==> src/design/gbr_ram.sv <==
module gbr_ram #(
  parameter int WIDTH = 8,
  parameter int DEPTH = 16
) (
  input  logic                     clk,
  input  logic                     we,
  input  logic [$clog2(DEPTH)-1:0] waddr,
  input  logic [WIDTH-1:0]         wdata,
  input  logic                     re,
  input  logic [$clog2(DEPTH)-1:0] raddr,
  output logic [WIDTH-1:0]         rdata
);

  logic [WIDTH-1:0] mem [DEPTH];

  always_ff @(posedge clk) begin
    if (we) begin
      mem[waddr] <= wdata;
    end
    if (re) begin
      rdata <= mem[raddr];
    end
  end

endmodule

==> config.mk <==
export PLATFORM = sky130hd
export DESIGN_NAME = gbr_ram
export DESIGN_NICKNAME = d
export VERILOG_FILES = /design/src/design/gbr_ram.sv
export SDC_FILE = /design/constraint.sdc
export NUM_CORES = 1
export LEC_CHECK = 0
export BUFFER_PORTS_ARGS = -buffer_cell sky130_fd_sc_hd__buf_2
export CAP_MARGIN = 20
export CELL_PAD_IN_SITES_DETAIL_PLACEMENT = 1
export CELL_PAD_IN_SITES_GLOBAL_PLACEMENT = 1
export CORE_UTILIZATION = 57
export CTS_CLUSTER_SIZE = 20
export DETAILED_ROUTE_END_ITERATION = 8
export GPL_ROUTABILITY_DRIVEN = 1
export MAX_ROUTING_LAYER = met4
export PLACE_DENSITY = 0.95
export SLEW_MARGIN = 25
export SYNTH_ARGS = -nofsm -noshare
export SYNTH_HDL_FRONTEND = slang
export SYNTH_SLANG_ARGS = --single-unit
==> constraint.sdc <==
create_clock -name clk -period 3.2 [get_ports clk]
set_input_delay 0.64 -clock clk [delete_from_list [all_inputs] [get_ports clk]]
set_output_delay 0.64 -clock clk [all_outputs]
set_load 0.005 [all_outputs]
==> results_dict.tcl <==
set metrics [dict create \
    detailedPlace.worstSlack_ns 0.776 \
    worstPathArrival_ns 2.16 \
    worstSetupPathType "in2reg" \
    timing.critical_path.to "rdata[1]$_DFFE_PP_" \
    setup.worst_path.start_class "input port" \
    timing_hold_violations_final 0 \
    final_replace_weighted_congestion 0.780 \
    synth_area_leader_cell "sky130_fd_sc_hd__edfxtp_1" \
    wl_per_cell_um 29.8 \
    syn_inst 229 \
    timing.final.ws_setup_ns 1.29 \
    run_status "finished with violations" \
    power.density_mw_per_mm2 674 \
    top_sig_layer "met4" \
    multiInputGateArea_mm2 0.00106 \
    die_area_mm2 0.00956 \
    global_route_congestion_overflow_total 0 \
    clockBufferDepth 2 \
    detail_route.vias_per_cell 6.38 \
    design_power_total_mw 4.08 \
    clockRootBuffer "sky130_fd_sc_hd__clkbuf_8" \
    remaining_drc_errors 4 \
    antenna_cells 0 \
    p_leak_nw 2.03 \
    met2WireLength_um 5870 \
    core_area_mm2 0.00881 \
    path_cells "buf_2 > buf_4 > mux4_2 > a22oi_1 > nand2_1" \
    tritoncts_clock_tree "yes" \
    hp-class "in2reg" \
    cts_max_level 4 \
    synthTopCellsByArea "sky130_fd_sc_hd__edfxtp_1 78%, sky130_fd_sc_hd__mux4_2 7.8%, sky130_fd_sc_hd__mux4_1 7.0%" \
    synthesis.area_mm2 0.00523 \
    initial_antenna_violation_count 0 \
    die-height_um 97.8 \
    io_buffer_count 26 \
    slew_violations 0 \
    maxCapViolations 0 \
    number_of_global_route_vias_before_repair 2708 \
    crit_path_end_kind "flip-flop" \
    critical_path.startpoint "raddr[1]" \
    tightest_slew_ns 0.989 \
    share_of_final_layout_standard_cells_stronger_than_drive_strength_1 0.294 \
    clock_input_transition_at_the_sequential_cells_of_the_worst_setup_and_hold_paths_ns 0.07 \
    number_of_ports_placed_on_the_die_boundary 27 \
    final_period_minus_worst_setup_slack_ns 1.91 \
    postRouteAntennaNets 0 \
    reg2reg_depth 3 \
    seq_area_frac_synth 0.781 \
    number_of_rows_created_at_floorplan 34 \
    floorplan.initialDensity 0.594 \
    worst_path_largest_cell_delay_ns 0.43 \
    timing.setup.tns_ns 0 \
    wl_met3_um 782 \
    routedLengthMet1_um 4980 \
    clk-insertion-delay-late_ns 0.52 \
    die-width_um 97.8 \
    clock.fmax_mhz 524 \
    grt_pass1_wl_um 17600 \
    finalSetupViolations 0 \
    detail_route.first_pass.iterations 6 \
    cts_resized 0 \
    synth_cell_type_count 18 \
    final_core_util 0.688 \
    cts_num_sinks 136 \
    yosysTopAreaCellShare 0.781 \
    critPathRequiredTime_ns 3.46 \
    detailedPlacementHpwl_um 6980 \
    grt_util_all_layers 0.281 \
    cts_hold_repair.buffers 0 \
    crit_path_max_fanout 20 \
    post_synthesis_register_bit_count 136 \
    synth-warning-count 0 \
    drt-initial-drc-count 229 \
    area_delta_synth_final_pct 15.8 \
    synth_fp_nets 248 \
    syn_avg_cell_area_um2 22.8 \
    worst_ir_drop_vdd_mv 0.474 \
    post-route-period-util 0.596 \
    route.vias.total 2515 \
    crit-reg2reg-launch "mem[11][5]$_DFFE_PP_" \
    n_fill_cell 688 \
    cts-buffers-inserted 17 \
    worst_r2r_endpoint "rdata[5]$_DFFE_PP_" \
    timing.slew.headroom 0.338 \
    maximum_number_of_pins_on_one_net_before_global_route_repair 28 \
    worst-r2r-setup-slack_ns 1.67 \
    seqCellArea_mm2 0.00408 \
    critical-path-slowest-cell "sky130_fd_sc_hd__buf_2" \
    detail_route.wirelength_um 11700 \
    clock_skew_ns 0.00976 \
    cts.repair_timing.setup_buffer_count 0 \
    nNetsFinal 292 \
    unrepaired_setup_endpoints_after_global_routing "false" \
    violations "design-rule violations" \
]
==> through the flow <==
| step | hold WS [ns] | cells | area (um2) |
|---|---|---|---|
| 2_1_floorplan | 0.705 | 229 | 5230 |
| 3_3_place_gp | 0.730 | 362 | 5490 |
| 3_5_place_dp | 0.750 | 362 | 5490 |
| 4_1_cts | 0.492 | 394 | 6050 |
| 5_1_grt | 0.498 | 394 | 6050 |
| 6_report | 0.501 | 394 | 6050 |
==> worst min path at each step <==
stage / from / cells after the start / endpoint
2_1_floorplan: mem[7][0]$_DFFE_PP_ / 3 / rdata[0]$_DFFE_PP_
3_3_place_gp: mem[7][3]$_DFFE_PP_ / 3 / rdata[3]$_DFFE_PP_
3_5_place_dp: mem[6][0]$_DFFE_PP_ / 3 / rdata[0]$_DFFE_PP_
4_1_cts: re / 1 / rdata[6]$_DFFE_PP_
5_1_grt: re / 1 / rdata[0]$_DFFE_PP_
6_report: re / 1 / rdata[6]$_DFFE_PP_
==> layout make-up <==
type | instances | share of cell area
clock buffers | 18 | 0.0690
clock inverters | 14 | 0.0248
multi-input cells | 83 | 0.175
flip-flops and latches | 136 | 0.675
well taps | 108 | 0.0223
repair buffers | 35 | 0.0347
==> critical path, delay by kind of cell <==
| family | cells | cell delay [ns] |
|---|---|---|
| buf+inv | 2 | 0.77 |
| mux | 1 | 0.38 |
| compound gates | 1 | 0.27 |
| simple gates | 1 | 0.08 |
==> sequential cells by signal (all words and copies together), names as in the netlist <==
name,flops
rdata,8
mem,128
==> kinds of logic after synthesis <==
family | after synthesis | share of synthesized area
buffers and inverters | 10 | 0.0165
multiplexers | 32 | 0.148
AND/OR/NAND/NOR | 35 | 0.0314
AO/OA/AOI/OAI | 16 | 0.0230
flip-flops | 136 | 0.781
==> cells in the final DEF, fill, tap and decap left out, types with 3 or more instances in the layout <==
cell                        count
sky130_fd_sc_hd__a22oi_1       16
sky130_fd_sc_hd__buf_2         26
sky130_fd_sc_hd__buf_4          8
sky130_fd_sc_hd__clkbuf_16     16
sky130_fd_sc_hd__clkinv_4       4
sky130_fd_sc_hd__edfxtp_1     136
sky130_fd_sc_hd__inv_6          3
sky130_fd_sc_hd__mux4_1        14
sky130_fd_sc_hd__mux4_2        18
sky130_fd_sc_hd__nand2_1        9
sky130_fd_sc_hd__nor2_1        13
sky130_fd_sc_hd__nor3_1         4
==> synth_stat cells <==
library cell and instances:
sky130_fd_sc_hd__a22oi_1 16, sky130_fd_sc_hd__clkdlybuf4s25_2 3, sky130_fd_sc_hd__nand2_1 9, sky130_fd_sc_hd__nand2b_1 2
sky130_fd_sc_hd__nand3_1 1, sky130_fd_sc_hd__nand3b_1 2, sky130_fd_sc_hd__nor2b_1 1, sky130_fd_sc_hd__mux4_2 18
sky130_fd_sc_hd__buf_6 3, sky130_fd_sc_hd__nor2_1 13, sky130_fd_sc_hd__mux4_1 14, sky130_fd_sc_hd__and2_1 1
sky130_fd_sc_hd__buf_4 1, sky130_fd_sc_hd__nor3_1 4, sky130_fd_sc_hd__and2b_1 1, sky130_fd_sc_hd__buf_2 3
sky130_fd_sc_hd__or3b_2 1, sky130_fd_sc_hd__edfxtp_1 136
==> power by group <==
part | internal [mW] | leakage (nW) | switching [mW]
registers | 2.01 | 1.24 | 0.0134
clock network | 1.11 | 0.274 | 0.757
logic | 0.0738 | 0.525 | 0.113
total | 3.20 | 2.03 | 0.883
==> routing by layer <==
metal | GRT usage | vias up
met5 | - | -
met4 | 0.0921 | 0
met3 | 0.0530 | 11
met2 | 0.430 | 113
met1 | 0.391 | 1319
li1 | - | 1072
Power figures use the tool's default switching activity.
