===== config.mk =====
export PLATFORM = sky130hd
export DESIGN_NAME = gbr_conv
export DESIGN_NICKNAME = d
export VERILOG_FILES = /design/src/design/gbr_pkg.sv /design/src/design/gbr_conv.sv
export SDC_FILE = /design/constraint.sdc
export NUM_CORES = 1
export LEC_CHECK = 0
export BUFFER_PORTS_ARGS = -buffer_cell sky130_fd_sc_hd__buf_2
export CAP_MARGIN = 25
export CORE_UTILIZATION = 25
export DETAILED_ROUTE_END_ITERATION = 6
export PLACE_DENSITY = 0.54
export RECOVER_POWER = 50
export SLEW_MARGIN = 10
export SYNTH_ARGS = -nofsm -noshare
export SYNTH_HDL_FRONTEND = slang
export SYNTH_SLANG_ARGS = --single-unit

===== constraint.sdc =====
create_clock -name vclk -period 6.44
set_clock_uncertainty 0.2 [all_clocks]
set_input_delay 1.288 -clock vclk [all_inputs]
set_output_delay 1.288 -clock vclk [all_outputs]
set_load 0.01 [all_outputs]

===== src/design/gbr_pkg.sv =====
package gbr_pkg;

  localparam int PIX_W              = 8;
  localparam int NUM_COLOR_FIELDS   = 3;
  localparam int DEFAULT_MAX_WIDTH  = 2048;
  localparam int DEFAULT_CHANNELS   = 3;

  localparam int CFG_INDEX_W        = 2;
  localparam int CFG_DATA_W         = 16;
  localparam int CFG_WIDTH_BITS     = 12;
  localparam int CFG_HEIGHT_BITS    = 16;
  localparam int ROW_W              = CFG_HEIGHT_BITS + 1;

  localparam logic [CFG_INDEX_W-1:0] CFG_IDX_WIDTH  = 2'd0;
  localparam logic [CFG_INDEX_W-1:0] CFG_IDX_HEIGHT = 2'd1;

  localparam logic [CFG_WIDTH_BITS-1:0]  RESET_WIDTH  = 12'd640;
  localparam logic [CFG_HEIGHT_BITS-1:0] RESET_HEIGHT = 16'd480;

  localparam logic CMD_PIXEL = 1'b0;
  localparam logic CMD_FLUSH = 1'b1;

  // Per-item control, decided from the raster position when the item enters.
  typedef struct packed {
    logic emit;         // the item produces an output pixel
    logic row_end;      // output is the last pixel of its row
    logic frame_end;    // output is the last pixel of the frame
    logic top_zero;     // row above the output lies outside the frame
    logic bottom_zero;  // row below the output lies outside the frame
    logic left_zero;    // column left of the output lies outside the frame
    logic right_zero;   // column right of the output lies outside the frame
    logic past_frame;   // item lies below the last row, its samples count as zero
  } tap_ctl_t;

endpackage


===== src/design/gbr_conv.sv =====
module gbr_conv
  import gbr_pkg::*;
(
  input  logic [2:0][2:0][PIX_W-1:0] taps,   // [row][column], row 0 on top, column 0 left
  input  tap_ctl_t                   ctl,
  output logic [PIX_W-1:0]           result
);

  localparam int HW = PIX_W + 2;
  localparam int SW = PIX_W + 4;

  logic [2:0][HW-1:0] row_sum;
  logic [SW-1:0]      total;

  // Kernel 1 2 1 separates into a horizontal and a vertical pass.
  always_comb begin
    for (int r = 0; r < 3; r++) begin
      row_sum[r] = (ctl.left_zero ? HW'(0) : HW'(taps[r][0]))
                 + (HW'(taps[r][1]) << 1)
                 + (ctl.right_zero ? HW'(0) : HW'(taps[r][2]));
    end
    total = (ctl.top_zero ? SW'(0) : SW'(row_sum[0]))
          + (SW'(row_sum[1]) << 1)
          + (ctl.bottom_zero ? SW'(0) : SW'(row_sum[2]));
  end

  assign result = total[SW-1:4];

endmodule


==> results of run 1 <==
## power by group through the flow
stage          clock [mW]  sequential [mW]  combinational [mW]
3_5_place_dp            0                0               0.809
6_report                0                0                1.02
3_3_place_gp            0                0               0.807
2_1_floorplan           0                0               0.522
5_1_grt                 0                0                1.13
4_1_cts                 0                0               0.932
## cells in the final DEF, fill, tap and decap left out, drive strengths merged, types with 2 or more instances in the layout
master	n
buf	138
and2b	2
o21ai	11
xnor2	7
nor3	2
a211oi	3
o31a	5
nor2	13
mux2i	2
o211ai	4
a211o	4
fa	33
o31ai	2
nor2b	52
o2111ai	2
xor2	6
or3b	2
a21oi	10
ha	36
or2	3
nand2b	4
inv	31
o21bai	3
o22ai	2
nor3b	3
nand3	8
a21o	6
nand2	4
or3	4
o21a	6
## worst max-delay path, stage by stage
cell,delay (ns)
buf_12,0.12
buf_12,0.14
nor2b_4,0.11
fa_1,0.43
ha_2,0.21
fa_2,0.34
a21o_1,0.16
a21o_1,0.20
buf_4,0.15
buf_4,0.12
nand4_1,0.10
nor3b_4,0.22
fa_1,0.45
inv_2,0.08
ha_4,0.21
a21o_1,0.19
a211oi_2,0.20
a22oi_2,0.11
a21o_1,0.16
buf_2,0.13
## final timing paths
check / startpoint / slack (ns) / endpoint
max: ctl[2] / -0.17 / result[7]
min: taps[39] / 3.04 / result[7]
## routing by layer
metal  vias to the layer above  part of all wire  global-route usage
met5                         -            0.0015                   0
met4                         2             0.014              0.0178
met3                         8             0.051              0.0166
met2                        64              0.47               0.224
met1                      1171              0.46               0.181
li1                       1253                 -                   -
## logic make-up after synthesis
logic type | Yosys count | synth area share
muxes | 2 | 0.00816
and+or+nand+nor | 101 | 0.250
AOI/OAI and AO/OA | 64 | 0.187
xor gates and xnor gates | 13 | 0.0464
buffers and inverters | 37 | 0.0566
adders and majority gates | 69 | 0.453
## area by class of cell
cell class	count	area [um2]
Fill cell	978	5510
Inverter	31	116
Multi-Input combinational cell	249	2690
Tap cell	129	161
Timing Repair Buffer	139	896
## repair_timing
action / in CTS / in global routing
setup endpoints to repair: 8 / 8
buffers inserted: 10 / 2
pin swaps: 30 / 29
gates cloned: 1 / 0
gates resized for setup: 53 / 24
## stage by stage
stage,total power [mW],std cells,TNS [ns],worst slack (ns),hold WS [ns]
floorplan,0.522,286,0,0.0213,2.80
global placement,0.807,535,-2.12,-0.388,3.05
detailed placement,0.809,535,-2.52,-0.433,3.04
CTS,0.932,546,-0.755,-0.168,3.04
global route,1.13,548,-1.76,-0.352,3.12
finish,1.02,548,-0.583,-0.169,3.04
==> impl_metrics.json, run 1 <==
{
  "setup_viol": 5,
  "setup_repair_after_global_routing_missed_its_margin": "true",
  "die_span_in_x_um": 101,
  "relative_max_transition_margin": 0.772,
  "cellLeakagePower_nw": 1.85,
  "drt-pass1-iter-count": 4,
  "syn-num-nets": 435,
  "tightestPinTransition_ns": 0.338,
  "result_of_the_run": "finished with violations",
  "holdCritPathClass": "in2out",
  "netSwitchingFraction": 0.466,
  "postSynthCellCount": 286,
  "synthDistinctLibCells": 44,
  "synthesis.area_per_instance_um2": 8.58,
  "route.detailed.drc": 0,
  "setup.worst_path.end_class": "output pin",
  "layout.clock_buffers": 0,
  "synth_top_area_share": 0.269,
  "slack_of_the_critical_path_ns": -0.169,
  "fp.dieH_um": 101,
  "grt_max_degree": 15,
  "timing_hold_violations_final": 0,
  "cp.required_ns": 4.95,
  "post-synth-top-area-cell": "fa_1",
  "routabilityCongestion": 0.766,
  "intPower_uw": 543,
  "io-pin-count": 88,
  "start_kind": "input port",
  "yosysMostFrequentCell": "nor2b_1",
  "grt_pass1_wl_um": 10900,
  "arrival_ns": 5.12,
  "period_share": 1.03,
  "wl_um": 6820,
  "ys_top_cells_by_area": "fa_1 (27%), ha_1 (18%), nor2b_1 (13%)",
  "final-max-slew-violation-count": 0,
  "seqCellArea_um2": 0,
  "buffer_ports.inserted": 84,
  "area_delta_synth_final_pct": 57.4,
  "power_switching_uw": 474,
  "final_instance_area_um2": 3860,
  "overflow": 0,
  "initial_core_util": 0.262,
  "via_count": 2498,
  "postCtsHoldBufs": 0,
  "seqPwrFrac": 0,
  "yosysSeqAreaShare": 0,
  "total_inserted_antenna_cells": 0,
  "flops_and_latches": 0,
  "layout-drive-gt1-share": 0.501,
  "netlist_area_before_placement_um2": 2450,
  "row_count": 35,
  "period_needed_ns": 6.61,
  "maxCapViolCount": 0,
  "die_area_um2": 10200,
  "power.share.clock": 0,
  "first_global_vias": 2388,
  "powerDensity_nw_per_um2": 263,
  "via_per_instance_ratio": 4.56,
  "failed_checks": "setup timing",
  "final_nets": 570,
  "yosys_warnings": 0,
  "number_of_antenna_violations_at_the_first_check_in_global_routing": 1,
  "hold_path_depth": 7,
  "drt.antenna.violating_nets": 0,
  "worst-setup-path-type": "in2out",
  "wire_per_inst_um": 12.4,
  "finish.utilization": 0.412,
  "floorplan_core_area_um2": 9370,
  "power.share.combinational": 1.000,
  "timing.fmax_mhz": 151,
  "synth_commonest_cells": "nor2b_1 (50), ha_1 (36), fa_1 (33), inv_1 (31), nor2_1 (13)",
  "groute.usage.overall": 0.132,
  "hpwl_um": 5580,
  "max-vdd-ir-drop_uv": 170,
  "postPlaceCellArea_um2": 3390,
  "drt_first_iter_violations": 23,
  "critical_path_peak_fanout": 7
}
(Power assumes the default switching activity.)
==> run 2: changes to the inputs <==
ABC_AREA = 1   (was not set)
PLACE_DENSITY = 0.53   (was 0.54)
==> impl_metrics.json, run 2 <==
{
  "result_of_the_run": "finished clean",
  "drt.antenna.violating_nets": 0,
  "postPlaceCellArea_um2": 3200,
  "netlist_area_before_placement_um2": 2530,
  "wire_per_inst_um": 9.91,
  "synth_commonest_cells": "inv_1 (103), nand2_1 (76), nor2_1 (58), ha_1 (36), fa_1 (33)",
  "synth_compound_gate_area_share": 0.0861,
  "wl_um": 6180,
  "finish.utilization": 0.347,
  "worst_hold_startpoint": "ctl[4]",
  "timing_hold_violations_final": 0,
  "routabilityCongestion": 0.813,
  "start_kind": "input port",
  "setup_repair_after_global_routing_missed_its_margin": "true",
  "number_of_antenna_violations_at_the_first_check_in_global_routing": 0,
  "buffer_ports.inserted": 84,
  "route.detailed.drc": 0,
  "final_instance_area_um2": 3390,
  "drt_first_iter_violations": 55,
  "via_count": 2604,
  "final_cell_mix": "inv_1 (101), buf_2 (80), nand2_1 (73)",
  "final_nets": 642,
  "drt-pass1-iter-count": 4,
  "synth_area_in_adders": 0.439,
  "worst-setup-path-type": "in2out",
  "ys_top_cells_by_area": "fa_1 (26%), ha_1 (18%), inv_1 (15%)",
  "yosysMostFrequentCell": "inv_1",
  "grt_max_degree": 10,
  "cts_setup_buffers": 0,
  "powerDensity_nw_per_um2": 232,
  "timing.fmax_mhz": 162,
  "via_per_instance_ratio": 4.17,
  "critical_path_depth": 25,
  "first_global_vias": 2551,
  "holdCritPathClass": "in2out",
  "postCtsHoldBufs": 0,
  "final-max-slew-violation-count": 0,
  "fp.dieH_um": 103,
  "groute.usage.overall": 0.120,
  "die_span_in_x_um": 103,
  "synth_simple_gate_area_frac": 0.278,
  "period_share": 0.960,
  "row_count": 36,
  "cellLeakagePower_nw": 1.99,
  "setup.worst_path.end_class": "output pin",
  "layout-drive-gt1-share": 0.267,
  "synth_top_area_share": 0.261,
  "synthXorXnorAreaFrac": 0.0381,
  "main_combinational_cell_family_by_area_after_synthesis": "adder cells",
  "flops_and_latches": 0,
  "max-vdd-ir-drop_uv": 85.9,
  "finalHoldWorstSlack_ns": 3.03,
  "max_stage_delay_ns": 0.51,
  "total_power_uw": 786,
  "maxCapViolCount": 0,
  "arrival_ns": 4.69,
  "relative_max_transition_margin": 0.803,
  "most_frequent_cell_on_the_critical_path": "nand2_1",
  "initial_core_util": 0.259,
  "hold_path_depth": 6,
  "grt_pass1_wl_um": 10400,
  "seqCellArea_um2": 0,
  "fillers": 1086,
  "hold_end": "result[0]",
  "syn-num-nets": 547,
  "die_area_um2": 10500,
  "critical_path_peak_fanout": 4,
  "layout.clock_buffers": 0,
  "post-synth-top-area-cell": "fa_1",
  "timing.critical_path.buf_inv": 8,
  "floorplan_core_area_um2": 9770,
  "synthesis.area_per_instance_um2": 6.36,
  "slack_of_the_critical_path_ns": 0.260,
  "yosys_warnings": 0,
  "total_inserted_antenna_cells": 0,
  "synthDistinctLibCells": 20,
  "yosysSeqAreaShare": 0,
  "period_needed_ns": 6.18,
  "setup_viol": 0,
  "io-pin-count": 88,
  "area_delta_synth_final_pct": 33.9,
  "overflow": 0,
  "synthMuxAreaShare": 0,
  "postSynthCellCount": 398,
  "critical_path.slowest_cell": "fa_1",
  "tightestPinTransition_ns": 0.293,
  "dpl_worst_slack_ns": -0.0154,
  "layout_commonest_cell": "inv_1",
  "cp.required_ns": 4.95,
  "hpwl_um": 5530,
  "crit_family": "adder cells"
}
[run 2: how the worst max path moves through the flow]
stage                      to  startpoint  slack (ns)
floorplan           result[4]      ctl[1]        0.28
global placement    result[6]      ctl[1]     -0.0007
detailed placement  result[5]      ctl[2]       -0.02
CTS                 result[6]      ctl[2]        0.02
global route        result[5]    taps[65]       -0.02
finish              result[5]    taps[65]        0.26
[run 2: logic make-up (layout without fill, tap and decap cells)]
kind of cell	count (synthesis)	count (layout)
compound gates	42	42
xor+xnor	11	11
fa+ha+maj	69	69
buf+inv	107	200
simple gates	169	169
[run 2: layout make-up]
type	count	area (um2)	area share
inverter	103	387	0.114
tap	133	166	0.0491
timing repair buffer	97	536	0.158
multi-input combinational	291	2300	0.679
[run 2: routing by layer]
metal,track usage,up-vias,wire length [um]
li1,-,1394,-
met1,0.150,1155,2910
met2,0.237,55,3050
met3,0.00475,0,224
met4,0,0,0
met5,0,-,0
[run 2: repair_timing]
action,CTS,global route
resized for setup,4,38
hold endpoints to repair,0,0
endpoints found under the setup margin,2,6
pin swaps,0,5
[run 2: metrics by stage]
stage	std cells	TNS, ns
floorplan	398	0
global placement	624	-0.000720
detailed placement	624	-0.0253
CTS	624	0
global route	624	-0.0371
finish	624	0
[run 2: tightest hold or removal path: stages]
cell,delay [ns]
buf_2,0.14
nor2_1,0.06
nand2_1,0.10
o21ai_2,0.07
xor2_1,0.15
clkbuf_1,0.13
[run 2: power breakdown]
group          internal, mW  switching (mW)
registers                 0               0
logic                 0.345           0.441
clock network             0               0
total                 0.345           0.441
