===== src/design/gbr_pkg.sv =====
package gbr_pkg;

  localparam int PIX_W              = 8;
  localparam int NUM_COLOR_FIELDS   = 3;
  localparam int DEFAULT_MAX_WIDTH  = 2048;
  localparam int DEFAULT_CHANNELS   = 3;

  localparam int CFG_INDEX_W        = 2;
  localparam int CFG_DATA_W         = 16;
  localparam int CFG_WIDTH_BITS     = 12;
  localparam int CFG_HEIGHT_BITS    = 16;
  localparam int ROW_W              = CFG_HEIGHT_BITS + 1;

  localparam logic [CFG_INDEX_W-1:0] CFG_IDX_WIDTH  = 2'd0;
  localparam logic [CFG_INDEX_W-1:0] CFG_IDX_HEIGHT = 2'd1;

  localparam logic [CFG_WIDTH_BITS-1:0]  RESET_WIDTH  = 12'd640;
  localparam logic [CFG_HEIGHT_BITS-1:0] RESET_HEIGHT = 16'd480;

  localparam logic CMD_PIXEL = 1'b0;
  localparam logic CMD_FLUSH = 1'b1;

  // Per-item control, decided from the raster position when the item enters.
  typedef struct packed {
    logic emit;         // the item produces an output pixel
    logic row_end;      // output is the last pixel of its row
    logic frame_end;    // output is the last pixel of the frame
    logic top_zero;     // row above the output lies outside the frame
    logic bottom_zero;  // row below the output lies outside the frame
    logic left_zero;    // column left of the output lies outside the frame
    logic right_zero;   // column right of the output lies outside the frame
    logic past_frame;   // item lies below the last row, its samples count as zero
  } tap_ctl_t;

endpackage


===== src/design/gbr_pos.sv =====
module gbr_pos
  import gbr_pkg::*;
#(
  parameter int MAX_WIDTH = DEFAULT_MAX_WIDTH
) (
  input  logic                         clk,
  input  logic                         rst,
  input  logic                         cfg_valid,
  output logic                         cfg_ready,
  input  logic [CFG_INDEX_W-1:0]       cfg_index,
  input  logic [CFG_DATA_W-1:0]        cfg_data,
  input  logic                         advance,
  output logic [$clog2(MAX_WIDTH)-1:0] col,
  output tap_ctl_t                     ctl
);

  localparam int CW = $clog2(MAX_WIDTH);
  localparam int EW = ($clog2(MAX_WIDTH + 1) > CFG_WIDTH_BITS) ?
                      $clog2(MAX_WIDTH + 1) : CFG_WIDTH_BITS;

  logic [CFG_WIDTH_BITS-1:0]  width_reg;
  logic [CFG_HEIGHT_BITS-1:0] height_reg;
  logic [ROW_W-1:0]           row;
  logic [EW-1:0]              width_ext;
  logic [CW-1:0]              width_m1;
  logic [CFG_HEIGHT_BITS-1:0] height_m1;
  logic [ROW_W-1:0]           height_m1_ext;
  logic [ROW_W-1:0]           out_row;
  logic                       col_zero;
  logic                       eol;
  logic                       norm;
  logic                       cfg_write;

  assign cfg_ready = 1'b1;
  assign cfg_write = cfg_valid && cfg_ready;

  // Width zero acts as one, widths beyond the line store act as its depth.
  assign width_ext = EW'(width_reg);
  always_comb begin
    if (width_reg == '0) begin
      width_m1 = '0;
    end else if (width_ext > EW'(MAX_WIDTH)) begin
      width_m1 = CW'(MAX_WIDTH - 1);
    end else begin
      width_m1 = CW'(width_ext - EW'(1));
    end
  end

  assign height_m1     = (height_reg == '0) ? '0 : height_reg - 1'b1;
  assign height_m1_ext = {1'b0, height_m1};

  // At the start of a row the item closes the last pixel of the row two above;
  // elsewhere it completes the pixel one up and one left.
  assign col_zero = (col == '0);
  assign eol      = col_zero && (row >= ROW_W'(2));
  assign norm     = !col_zero && (row != '0);
  assign out_row  = eol ? row - ROW_W'(2) : row - ROW_W'(1);

  always_comb begin
    ctl.emit        = eol || norm;
    ctl.row_end     = eol;
    ctl.top_zero    = (out_row == '0);
    ctl.bottom_zero = (out_row >= height_m1_ext);
    ctl.frame_end   = eol && (out_row >= height_m1_ext);
    ctl.left_zero   = eol ? (width_m1 == '0) : (col == CW'(1));
    ctl.right_zero  = eol;
    ctl.past_frame  = (row > height_m1_ext);
  end

  always_ff @(posedge clk) begin
    if (rst) begin
      width_reg  <= RESET_WIDTH;
      height_reg <= RESET_HEIGHT;
      col        <= '0;
      row        <= '0;
    end else if (cfg_write) begin
      // Any register write restarts the frame; line stores and window are kept.
      if (cfg_index == CFG_IDX_WIDTH) begin
        width_reg <= cfg_data[CFG_WIDTH_BITS-1:0];
        col       <= '0;
        row       <= '0;
      end else if (cfg_index == CFG_IDX_HEIGHT) begin
        height_reg <= cfg_data[CFG_HEIGHT_BITS-1:0];
        col        <= '0;
        row        <= '0;
      end
    end else if (advance) begin
      if (ctl.emit && ctl.frame_end) begin
        col <= '0;
        row <= '0;
      end else if (col == width_m1) begin
        col <= '0;
        row <= row + 1'b1;
      end else begin
        col <= col + 1'b1;
      end
    end
  end

endmodule


===== config.mk =====
export PLATFORM = sky130hd
export DESIGN_NAME = gbr_pos
export DESIGN_NICKNAME = d
export VERILOG_FILES = /design/src/design/gbr_pkg.sv /design/src/design/gbr_pos.sv
export SDC_FILE = /design/constraint.sdc
export NUM_CORES = 1
export LEC_CHECK = 0
export BUFFER_PORTS_ARGS = -buffer_cell sky130_fd_sc_hd__buf_2
export CORE_ASPECT_RATIO = 0.75
export CORE_UTILIZATION = 66
export CTS_CLUSTER_SIZE = 28
export DETAILED_ROUTE_END_ITERATION = 16
export GPL_TIMING_DRIVEN = 0
export MAX_ROUTING_LAYER = met4
export PLACE_DENSITY = 0.86
export SLEW_MARGIN = 10
export SYNTH_ARGS = -nofsm -noshare
export SYNTH_HDL_FRONTEND = slang
export SYNTH_SLANG_ARGS = --single-unit

===== constraint.sdc =====
create_clock -name clk -period 8.07 [get_ports clk]
set_input_delay 2.421 -clock clk [delete_from_list [all_inputs] [get_ports clk]]
set_output_delay 2.421 -clock clk [all_outputs]
set_load 0.005 [all_outputs]

==> flow_results.org <==
** Outcome
- The run finished with clean final reports.

** Timing
- For the final database, setup skew stands at 0.00644 ns.
- The count of endpoints failing hold in the final timing report was 0.
- The number of max-slew violations in the final report is 0.
- Final min period :: 7.56 ns
- Finish-stage setup viols :: 0
- For this run, the top clock speed supported by timing is 132 MHz.
- In the finished design, the share of the clock period the worst path needs comes to 0.937.
- For the pin with the worst max-slew slack, the measured transition is 0.911 ns.
- Worst relative slew slack :: 0.388
- RSZ-0062 raised after global routing :: false
- Fin Setup TNS :: 0 ns

** Clocking
- CTS clock-pin slew for the worst setup and hold paths :: 0.09 ns
- Clock tree from TritonCTS :: built
- Hold_buf cts :: 0
- The number of clock buffers added by TritonCTS is 5.
- # clock sinks :: 56
- The H-tree generated during clock tree synthesis spans 2 levels.
- In this run, post-CTS repair resized a total of 0 instances.
- After clock tree synthesis, the setup repair step added 0 buffers.
- The clock reaches the later pin of the worst-skew pair after 0.32 ns.
- The longest clock path from root to sink contains 2 buffers.
- The tree is rooted in a sky130_fd_sc_hd__clkbuf_8.

** Final layout
- Count of antenna diodes in the layout :: 0
- Layout overhead on the synthesized area :: 8.85%
- Of the cells placed in the final design, the portion with a size suffix greater than 1 is 0.0986.
- After the last flow step, the layout net total stands at 767.
- Finished Cell Area :: 5230 um2
- The register with the most flip-flops in the layout has 17 of them.
- Once layout is complete, the utilization of the core stands at 0.755.

** Die
- Horiz. Die Dim :: 101 um
- Vertical die dimension :: 75.9 um
- Core footprint :: 6930 um2
- Placement row count :: 26
- Io pins :: 42
- The die covers 7630 um2.
- Starting density of the core :: 0.694

** Logic synthesis
- Most numerous cell types in the synthesized netlist :: 102 x sky130_fd_sc_hd__nand2_1, 56 x sky130_fd_sc_hd__dfxtp_1, 53 x sky130_fd_sc_hd__a21oi_1
- Synth Net Count :: 720
- Asr flop ratio synth :: 0
- sky130_fd_sc_hd__nand2_1 is the most common cell in the netlist.
- Yosys mapped the design onto 59 distinct sky130hd cell types.
- The synthesized netlist occupies a cell area of 4810 um2.
- The share of synthesized area in the top cell type comes to 0.233.
- Of the synthesized area, sequential elements account for 0.233.
- In this run, synthesis inferred 0 flip-flops with an integrated enable.
- Counting every instance in the synthesized netlist gives 653.
- Ranked by total cell area, the synthesized netlist is headed by sky130_fd_sc_hd__dfxtp_1 23%, sky130_fd_sc_hd__ha_1 12%, sky130_fd_sc_hd__nand2_1 8.0%, sky130_fd_sc_hd__a21oi_1 5.5%, sky130_fd_sc_hd__xor2_1 3.5%.
- Synthesis inferred 56 register bits.
- In the synthesized netlist the dominant register cell turns out to be sky130_fd_sc_hd__dfxtp_1.
- Count of synthesis-stage warnings from yosys :: 0
- Cell type with the highest aggregate area in the netlist :: sky130_fd_sc_hd__dfxtp_1
- Mean post-synth cell area :: 7.36 um2

** Critical path
- Data on the critical path arrives at its endpoint at 5.14 ns.
- Counting cells, the worst reg-to-reg path comes to 17.
- Most common cell on crit path :: sky130_fd_sc_hd__nor4_1
- The worst setup path is of the reg -> out kind.
- Along the worst path, the maximum fanout reaches 9.
- For the worst setup path, the data required time is 5.65 ns.
- Reg-to-reg startpoint :: row[8]$_SDFFE_PP0P_
- Delay-heaviest family, CP :: simple AND/OR/NAND/NOR gates
- The critical path contains buffers and inverters numbering 2 combined.
- Startpoint kind of the worst setup timing path :: flip-flop
- Start point of the critical path :: row[8]$_SDFFE_PP0P_
- Crit end category :: output pin
- Worst path max stage delay :: 0.64 ns
- In this run the worst setup path terminates at ctl[5].
- CP max stage cell :: sky130_fd_sc_hd__or4_1
- Reg-to-reg slack, setup :: 2.19 ns
- Cell depth of the worst setup path :: 15
- Critical path, cell by cell :: clkbuf_1 -> or4_1 -> nor4_1 -> a31oi_1 -> mux2i_1 -> or4_1 -> nor4_1 -> xor2_1 -> ha_1 -> nand3_1 -> nor4_1 -> o31ai_1 -> o211a_1 -> a21boi_0 -> buf_2
- In this run the critical register-to-register path is captured at row[10]$_SDFFE_PP0P_.

** Drt
- DR vias/cell :: 6.43
- Total via count in the routed design :: 5133
- Detailed-routing iteration count for the pre-antenna-repair pass :: 5
- Total wire length after detailed routing :: 14100 um
- In the routed design, unresolved DRC markers number 0.
- The first routing iteration left 512 violations.
- Dividing the detail-routed wire length by the instance count gives 17.7 um.
- Number of routed nets with antenna violations :: 0

** GRT
- GRT Residual Overflow :: 0
- The number of antenna violations at the first check in global routing came to 0.
- Global-route wire length before repair :: 22700 um
- Largest net degree at the start of global routing :: 16
- The number of global-route vias before repair came to 4663.
- For this run, the total global-route usage over all layers was measured as 0.387.

** Job
- Max-cap violations in this run came to 0.

** Power
- Power spread over the standard cell area amounts to 108 nW/um2.
- IR analysis of the VDD net gives a maximum drop of 0.0000983 V.
- Leakage power summed over all cells :: 2.02 nW

** Placed design
- Number of port buffers :: 40
- DP HPWL :: 11200 um
- Placement Cell Area :: 5130 um2
- Final GP Congestion :: 1.01

** Min path
- In this run the worst hold path is classified as reg -> reg.
-- layout make-up --
cell class                 instances  area [um2]
sequential                        56        1120
clock buffer                       7        96.3
fill                             539        1700
inverter                          26        97.6
timing repair buffer              40         200
multi-input combinational        525        3390
buffer                            46         205
tap                               98         123
-- cell usage in the layout, fill, tap and decap left out, types with 4 or more instances in the layout --
cell | netlist | routed
sky130_fd_sc_hd__nand3_1 | 26 | 26
sky130_fd_sc_hd__a21o_1 | 5 | 5
sky130_fd_sc_hd__nor3b_1 | 7 | 7
sky130_fd_sc_hd__or3_1 | 5 | 5
sky130_fd_sc_hd__mux2i_1 | 5 | 5
sky130_fd_sc_hd__nand4_1 | 23 | 23
sky130_fd_sc_hd__nand3b_1 | 7 | 7
sky130_fd_sc_hd__nor2_1 | 33 | 33
sky130_fd_sc_hd__nand2_1 | 102 | 102
sky130_fd_sc_hd__o211ai_1 | 9 | 9
sky130_fd_sc_hd__o21ai_0 | 17 | 17
sky130_fd_sc_hd__a31oi_1 | 11 | 11
sky130_fd_sc_hd__or4_1 | 22 | 22
sky130_fd_sc_hd__a31o_2 | 4 | 4
sky130_fd_sc_hd__o21a_1 | 6 | 6
sky130_fd_sc_hd__a21oi_1 | 53 | 53
sky130_fd_sc_hd__buf_2 | 5 | 45
sky130_fd_sc_hd__clkbuf_1 | 33 | 33
sky130_fd_sc_hd__nor4_1 | 16 | 15
sky130_fd_sc_hd__and3_1 | 5 | 5
sky130_fd_sc_hd__nor2b_1 | 9 | 9
sky130_fd_sc_hd__ha_1 | 45 | 45
sky130_fd_sc_hd__o31ai_1 | 10 | 10
sky130_fd_sc_hd__xor2_1 | 19 | 19
sky130_fd_sc_hd__inv_1 | 26 | 26
sky130_fd_sc_hd__dfxtp_1 | 56 | 56
sky130_fd_sc_hd__and2_1 | 4 | 4
sky130_fd_sc_hd__clkbuf_8 | 0 | 7
sky130_fd_sc_hd__xnor2_1 | 18 | 18
sky130_fd_sc_hd__nor3_1 | 27 | 27
sky130_fd_sc_hd__a211oi_1 | 4 | 4
-- worst min-delay path by stage --
| stage | from | endpoint | slack, ns | cells after the start |
|---|---|---|---|---|
| floorplan | height_reg[11]$_SDFFE_PP0P_ | height_reg[11]$_SDFFE_PP0P_ | 0.44 | 2 |
| global placement | height_reg[3]$_SDFFE_PP0P_ | height_reg[3]$_SDFFE_PP0P_ | 0.46 | 2 |
| detailed placement | height_reg[11]$_SDFFE_PP0P_ | height_reg[11]$_SDFFE_PP0P_ | 0.47 | 2 |
| CTS | height_reg[11]$_SDFFE_PP0P_ | height_reg[11]$_SDFFE_PP0P_ | 0.48 | 2 |
| global route | height_reg[1]$_SDFFE_PP0P_ | height_reg[1]$_SDFFE_PP0P_ | 0.52 | 2 |
| finish | height_reg[11]$_SDFFE_PP0P_ | height_reg[11]$_SDFFE_PP0P_ | 0.49 | 2 |
-- report_power, final --
group	internal (mW)	leakage (nW)	switching, mW	total (mW)
sequential	0.282	0.454	0.00726	0.289
combinational	0.0396	1.51	0.0700	0.110
clock	0.0766	0.0503	0.0894	0.166
total	0.398	2.02	0.167	0.565
-- cells by family (layout without fill, tap and decap cells) --
group / Yosys count / count (layout) / share of synthesized area
mux: 5 / 5 / 0.0104
buf+inv: 72 / 119 / 0.0630
compound gates: 139 / 139 / 0.188
simple gates: 298 / 298 / 0.320
flops: 56 / 56 / 0.233
other cells: 1 / 1 / 0.000780
xor+xnor: 37 / 37 / 0.0674
fa+ha+maj: 45 / 45 / 0.117
-- stage by stage --
step	worst slack (ns)	std cells	hold WS (ns)	power, mW
2_1_floorplan	1.84	653	0.444	0.367
3_3_place_gp	1.16	791	0.465	0.396
3_5_place_dp	1.08	791	0.470	0.401
4_1_cts	0.703	798	0.481	0.561
5_1_grt	0.278	798	0.523	0.587
6_report	0.509	798	0.486	0.565
-- tightest hold or removal path: cells and delay by family, from the launching register on --
kind	cells	cell delay (ns)
compound gates	1	0.05
simple gates	1	0.06
flops	1	0.33
-- per-layer routing --
| metal | track usage | routed length [um] | vias to the layer above |
|---|---|---|---|
| met3 | 0.0830 | 1510 | 32 |
| met1 | 0.535 | 6370 | 2375 |
| met2 | 0.578 | 5990 | 268 |
| li1 | - | - | 2458 |
| met4 | 0.0812 | 241 | 0 |
| met5 | - | 0 | - |
(Power assumes the default switching activity.)
